==> src/sv/mfap_pkg.sv <==
// Shared types and constants of the max-flow unit.
`default_nettype none
package mfap_pkg;
   localparam int MAX_NODES  = 32;
   localparam int NODE_BITS  = $clog2(MAX_NODES);
   localparam int CNT_BITS   = NODE_BITS + 1;
   localparam int ADDR_BITS  = 2 * NODE_BITS;
   localparam int CAP_BITS   = 32;
   localparam int CAPIN_BITS = 32;
   localparam int FLOW_BITS  = 38;
   localparam int RES_BITS   = FLOW_BITS + 1;
   localparam int TOTAL_BITS = 37;
   localparam int CSR_INDEX_BITS = 2;
   localparam int CSR_DATA_BITS  = 6;

   localparam logic [CSR_INDEX_BITS-1:0] CSR_NODE_COUNT  = 2'd0;
   localparam logic [CSR_INDEX_BITS-1:0] CSR_SOURCE_NODE = 2'd1;
   localparam logic [CSR_INDEX_BITS-1:0] CSR_SINK_NODE   = 2'd2;

   localparam logic [1:0] ST_OK        = 2'd0;
   localparam logic [1:0] ST_SAME_NODE = 2'd1;
   localparam logic [1:0] ST_RANGE     = 2'd2;

   typedef enum logic [3:0] {
      OP_NONE, OP_CLEAR, OP_BFS_INIT, OP_Q_READ, OP_Q_TAKE, OP_SCAN,
      OP_W_PAR, OP_W_PARW, OP_W_RES, OP_U_PAR, OP_U_PARW, OP_U_FWD, OP_U_REV,
      OP_RESULT
   } op_type;

   typedef struct packed {
      op_type op;
      logic   load;      // edge beat accepted
      logic   load_rsp;  // move result into output register
   } cmd_type;

   typedef struct packed {
      logic run_ok;
      logic q_empty;
      logic sink_found;
      logic scan_done;
      logic at_src;
      logic clr_done;
   } sts_type;
endpackage
`default_nettype wire

==> src/sv/mfap_ctrl.sv <==
// Controller: sequences load, clearing pass, BFS rounds, augment and result.
`default_nettype none
module mfap_ctrl (
   input  logic              clock,
   input  logic              reset,
   input  logic              req_accept,
   input  logic              req_last,
   output logic              req_ready,
   output logic              rsp_valid,
   input  logic              rsp_ready,
   output mfap_pkg::cmd_type cmd,
   input  mfap_pkg::sts_type sts
);
   import mfap_pkg::*;

   typedef enum logic [13:0] {
      S_CLEAR  = 14'b00000000000001,
      S_IDLE   = 14'b00000000000010,
      S_INIT   = 14'b00000000000100,
      S_Q_RD   = 14'b00000000001000,
      S_Q_WAIT = 14'b00000000010000,
      S_SCAN   = 14'b00000000100000,
      S_W_PAR  = 14'b00000001000000,
      S_W_PARW = 14'b00000010000000,
      S_W_RES  = 14'b00000100000000,
      S_U_PAR  = 14'b00001000000000,
      S_U_PARW = 14'b00010000000000,
      S_U_FWD  = 14'b00100000000000,
      S_U_REV  = 14'b01000000000000,
      S_RESULT = 14'b10000000000000
   } state_type;

   state_type state_ff, state_in;
   logic      rsp_valid_ff, rsp_valid_in;
   logic      rsp_free;

   assign rsp_free = !rsp_valid_ff || rsp_ready;

   always_comb begin
      state_in     = state_ff;
      cmd.op       = OP_NONE;
      cmd.load     = 1'b0;
      cmd.load_rsp = 1'b0;
      unique case (state_ff)
         S_CLEAR: begin
            cmd.op = OP_CLEAR;
            if (sts.clr_done) state_in = S_IDLE;
         end
         S_IDLE: begin
            cmd.load = req_accept;
            if (req_accept && req_last) state_in = sts.run_ok ? S_INIT : S_RESULT;
         end
         S_INIT: begin
            cmd.op   = OP_BFS_INIT;
            state_in = S_Q_RD;
         end
         S_Q_RD: begin
            cmd.op = OP_Q_READ;
            if (sts.sink_found)   state_in = S_W_PAR;
            else if (sts.q_empty) state_in = S_RESULT;
            else                  state_in = S_Q_WAIT;
         end
         S_Q_WAIT: begin
            cmd.op   = OP_Q_TAKE;
            state_in = S_SCAN;
         end
         S_SCAN: begin
            cmd.op = OP_SCAN;
            if (sts.scan_done) state_in = S_Q_RD;
         end
         S_W_PAR: begin
            cmd.op   = OP_W_PAR;
            state_in = S_W_PARW;
         end
         S_W_PARW: begin
            cmd.op   = OP_W_PARW;
            state_in = S_W_RES;
         end
         S_W_RES: begin
            cmd.op   = OP_W_RES;
            state_in = sts.at_src ? S_U_PAR : S_W_PAR;
         end
         S_U_PAR: begin
            cmd.op   = OP_U_PAR;
            state_in = S_U_PARW;
         end
         S_U_PARW: begin
            cmd.op   = OP_U_PARW;
            state_in = S_U_FWD;
         end
         S_U_FWD: begin
            cmd.op   = OP_U_FWD;
            state_in = S_U_REV;
         end
         S_U_REV: begin
            cmd.op   = OP_U_REV;
            state_in = sts.at_src ? S_INIT : S_U_PAR;
         end
         S_RESULT: begin
            cmd.op = OP_RESULT;
            if (rsp_free) begin
               cmd.load_rsp = 1'b1;
               state_in     = S_CLEAR;
            end
         end
         default: state_in = S_CLEAR;
      endcase
   end

   always_comb begin
      rsp_valid_in = rsp_valid_ff;
      if (rsp_ready) rsp_valid_in = 1'b0;
      if (cmd.load_rsp) rsp_valid_in = 1'b1;
   end

   always_ff @(posedge clock) begin
      if (reset) begin
         state_ff     <= S_CLEAR;
         rsp_valid_ff <= 1'b0;
      end else begin
         state_ff     <= state_in;
         rsp_valid_ff <= rsp_valid_in;
      end
   end

   assign req_ready = (state_ff == S_IDLE);
   assign rsp_valid = rsp_valid_ff;
endmodule
`default_nettype wire

==> config.mk <==
export PLATFORM = sky130hd
export DESIGN_NAME = mfap_ctrl
export DESIGN_NICKNAME = d
export VERILOG_FILES = /design/src/sv/mfap_pkg.sv /design/src/sv/mfap_ctrl.sv
export SDC_FILE = /design/constraint.sdc
export NUM_CORES = 1
export LEC_CHECK = 0
export BUFFER_PORTS_ARGS = -buffer_cell sky130_fd_sc_hd__buf_2
export CORE_UTILIZATION = 30
export CTS_CLUSTER_SIZE = 25
export DETAILED_ROUTE_END_ITERATION = 12
export GPL_TIMING_DRIVEN = 1
export SYNTH_ARGS = -nofsm -noshare
export SYNTH_HDL_FRONTEND = slang
export SYNTH_SLANG_ARGS = --single-unit
==> constraint.sdc <==
create_clock -name clock -period 1.6 [get_ports clock]
set_clock_uncertainty 0.05 [all_clocks]
set_input_delay 0.16 -clock clock [delete_from_list [all_inputs] [get_ports clock]]
set_output_delay 0.16 -clock clock [all_outputs]
set_load 0.01 [all_outputs]
==> impl_metrics.csv <==
group,metric,value,unit
global_routing,groute.usage.overall,20.3,%
critical_path,r2r_slack,-400,ps
clock_network,ctsLongestPathBuffers,2,
floorplanning,design.portCount,19,
synth,synth_async_sr_flop_share,0,%
power_and_ir_drop,power.static_leakage,0.831,nW
global_routing,grt_overflow_total,0,
global_routing,antenna_found_initial,0,
sta,post-route-worst-setup-slack,-499,ps
routing,via_count,1324,
cells_and_area,fraction_of_final_layout_cells_sized_beyond_drive_strength_1,64.5,%
sta,setup_repair_after_global_routing_missed_its_margin,"true",
floorplanning,initial_utilization,32.5,%
clock_network,clk_pin_slew_worst_paths,60,ps
synth,post_synth_most_frequent_cells,"sky130_fd_sc_hd__dfxtp_1 (15), sky130_fd_sc_hd__nor2_1 (10), sky130_fd_sc_hd__nor4b_1 (8)",
sta,final-setup-viol-count,18,
sta,timing.max_slew.rel_slack,64.3,%
synth,synth_area_leader_cell,"sky130_fd_sc_hd__dfxtp_1",
routing,drt-initial-drc-count,101,
clock_network,cts_root_buf,"sky130_fd_sc_hd__clkbuf_8",
floorplanning,core_area,0.00344,mm^2
synth,syn_inst,134,
sta,worst_slew_pin_slew,529,ps
critical_path,timing.critical_path.arrival,1890,ps
synth,number_of_synthesized_flops_with_an_enable_pin,0,
synth,synth-main-ff-cell,"sky130_fd_sc_hd__dfxtp_1",
clock_network,worst_skew_pair.late_latency,250,ps
synth,synth_warnings,0,
cells_and_area,area_delta_synth_final,72.4,%
synth,netlist_top_cells_area,"sky130_fd_sc_hd__dfxtp_1 (27%), sky130_fd_sc_hd__nor4b_1 (6.3%), sky130_fd_sc_hd__nor4_4 (5.7%)",
cells_and_area,final_area,0.00193,mm^2
critical_path,required,1390,ps
placed_design,gp_congestion,0.885,
sta,hold-worst-slack,55.1,ps
global_routing,grt_max_degree,14,
routing,post-route-drc-count,0,
floorplanning,die-area,0.00398,mm^2
synth,postSynthAreaPerCell,8.36,um^2
placed_design,hpwl,2560,um
clock_network,clock_tree_from_tritoncts,"done",
floorplanning,die_extent_in_y,63.1,um
routing,drtAntennaViolNets,0,
sta,min_period,2100,ps
floorplanning,num_rows,21,
power_and_ir_drop,power_density,795,mW/mm^2
routing,totalWireLength,3850,um
placed_design,numPortBuffers,18,
routing,detailedRoute.firstPassIterationCount,4,
run_status,failed_checks,"negative setup slack",
sta,slew_violations,0,
worst_hold_path,timing.hold.worst.class,"in2reg",
run_status,status,"finished, violations left",
critical_path,timing.critical_path.to_type,"output pin",
cells_and_area,insertedDiodeCount,0,
clock_network,cts-buffers-inserted,3,
global_routing,grt_pass1_wl,6310,um
synth,synth.lib_cells_used.distinct,45,
run,maxCapViolCount,0,
synth,cell_with_the_most_instances_after_synthesis,"sky130_fd_sc_hd__dfxtp_1",
floorplanning,chipWidth,63.1,um
critical_path,setup.worst_path.class,"reg2out",
cells_and_area,nNetsFinal,212,
clock_network,cts-htree-levels,1,
critical_path,timing.critical_path.from_type,"register",
critical_path,critPathMaxFanout,3,
synth,net_count_synth,145,
power_and_ir_drop,fin_total_pwr,1.53,mW
clock_network,cts_num_sinks,15,
routing,detail_route.vias_per_cell,5.38,
placed_design,dpl-instance-area,0.00154,mm^2
power_and_ir_drop,peakVddDrop,0.000432,V
cells_and_area,filler_cell_count,305,
sta,fmax,476,MHz
synth,netlist.area_leader.share,26.8,%
synth,synth.cell_area,0.00112,mm^2
sta,timing.final.crit_share,131,%
global_routing,number_of_global_route_vias_before_repair,1314,
placed_design,place_ws,-451,ps
routing,drt-wirelength-per-cell,15.6,um
synth,yosys_register_bits,15,
sta,number_of_hold_violations_in_the_final_report,0,
synth,synth_seq_area_share,26.8,%
## placed cells by master (no fill, tap or decap), types with 2 or more instances in the layout
cell type / instances
sky130_fd_sc_hd__a21oi_1: 3
sky130_fd_sc_hd__a21oi_2: 3
sky130_fd_sc_hd__and3_1: 3
sky130_fd_sc_hd__buf_2: 16
sky130_fd_sc_hd__buf_4: 52
sky130_fd_sc_hd__buf_6: 8
sky130_fd_sc_hd__clkbuf_8: 3
sky130_fd_sc_hd__dfxtp_1: 6
sky130_fd_sc_hd__dfxtp_2: 5
sky130_fd_sc_hd__dfxtp_4: 4
sky130_fd_sc_hd__inv_1: 3
sky130_fd_sc_hd__nand2_1: 4
sky130_fd_sc_hd__nand2_2: 2
sky130_fd_sc_hd__nand2b_1: 5
sky130_fd_sc_hd__nand3_1: 5
sky130_fd_sc_hd__nand4_1: 4
sky130_fd_sc_hd__nor2_1: 9
sky130_fd_sc_hd__nor3_1: 3
sky130_fd_sc_hd__nor3_2: 2
sky130_fd_sc_hd__nor3b_2: 3
sky130_fd_sc_hd__nor4_2: 2
sky130_fd_sc_hd__nor4_4: 4
sky130_fd_sc_hd__nor4b_1: 3
sky130_fd_sc_hd__nor4b_2: 2
sky130_fd_sc_hd__nor4b_4: 3
sky130_fd_sc_hd__o21a_1: 2
sky130_fd_sc_hd__o21ai_0: 3
sky130_fd_sc_hd__o32a_1: 2
sky130_fd_sc_hd__or4_4: 3
sky130_fd_sc_hd__xor2_1: 2
## layer usage
metal  part of all wire (%)  track usage, %
met5                      0               0
met4                    1.8            8.43
met3                    6.2            2.54
met2                     51            33.6
met1                     41            26.2
## timing repair
| action | CTS | global route |
|---|---|---|
| resized for setup | 42 | 15 |
| endpoints found under the setup margin | 22 | 21 |
| setup buffers | 13 | 2 |
| hold buffers | 0 | 0 |
| pin swaps | 14 | 8 |
| gates cloned | 0 | 0 |
## path summary, 6_finish.rpt
kind,start,endpoint,cells past startpoint
max reg2reg,state_ff[0],state_ff[1],8
min,sts[4],state_ff[4],2
min reg2reg,state_ff[7],state_ff[7],1
max,state_ff[0],cmd[2],5
## registers in the layout, indices dropped and copies added (netlist names)
signal     flops
rsp_valid      1
state_ff      14
## worst max-delay path, cell delays in order (launching register included)
cell and delay [ps]:
sky130_fd_sc_hd__dfxtp_4 350, sky130_fd_sc_hd__or4_4 560, sky130_fd_sc_hd__o41ai_4 350, sky130_fd_sc_hd__a21oi_2 120
sky130_fd_sc_hd__o2111ai_2 100, sky130_fd_sc_hd__buf_2 160
## power breakdown
| part | total [mW] | internal, mW | switching (mW) | leakage, nW |
|---|---|---|---|---|
| combinational | 0.802 | 0.444 | 0.357 | 0.682 |
| sequential | 0.420 | 0.399 | 0.0207 | 0.126 |
| clock | 0.314 | 0.177 | 0.137 | 0.0228 |
## metrics by stage
step | util [%] | setup TNS (ps) | instances
5_1_grt | 56.1 | -7740 | 246
2_1_floorplan | - | -820 | 134
3_3_place_gp | 44.6 | -4320 | 228
3_5_place_dp | 44.6 | -4790 | 228
4_1_cts | 54.1 | -4760 | 244
6_report | 56.1 | -5860 | 246
## layout make-up
class	count	area (um^2)	share of cell area [%]
multi-input cells	102	935	48.4
well taps	46	57.6	2.98
flip-flops and latches	15	322	16.7
clock buffers	4	45.0	2.33
inverters	3	11.3	0.583
repair buffers	76	561	29.0
## cells by family (layout without fill, tap and decap cells)
group | count (synthesis) | count (layout) | share of synthesized area (%)
XOR/XNOR | 4 | 4 | 3.13
multiplexers | 1 | 1 | 0.894
AO/OA/AOI/OAI | 27 | 27 | 16.8
AND/OR/NAND/NOR | 70 | 70 | 43.2
flip-flops | 15 | 15 | 26.8
buffers and inverters | 17 | 83 | 9.16
(Power assumes the default switching activity.)
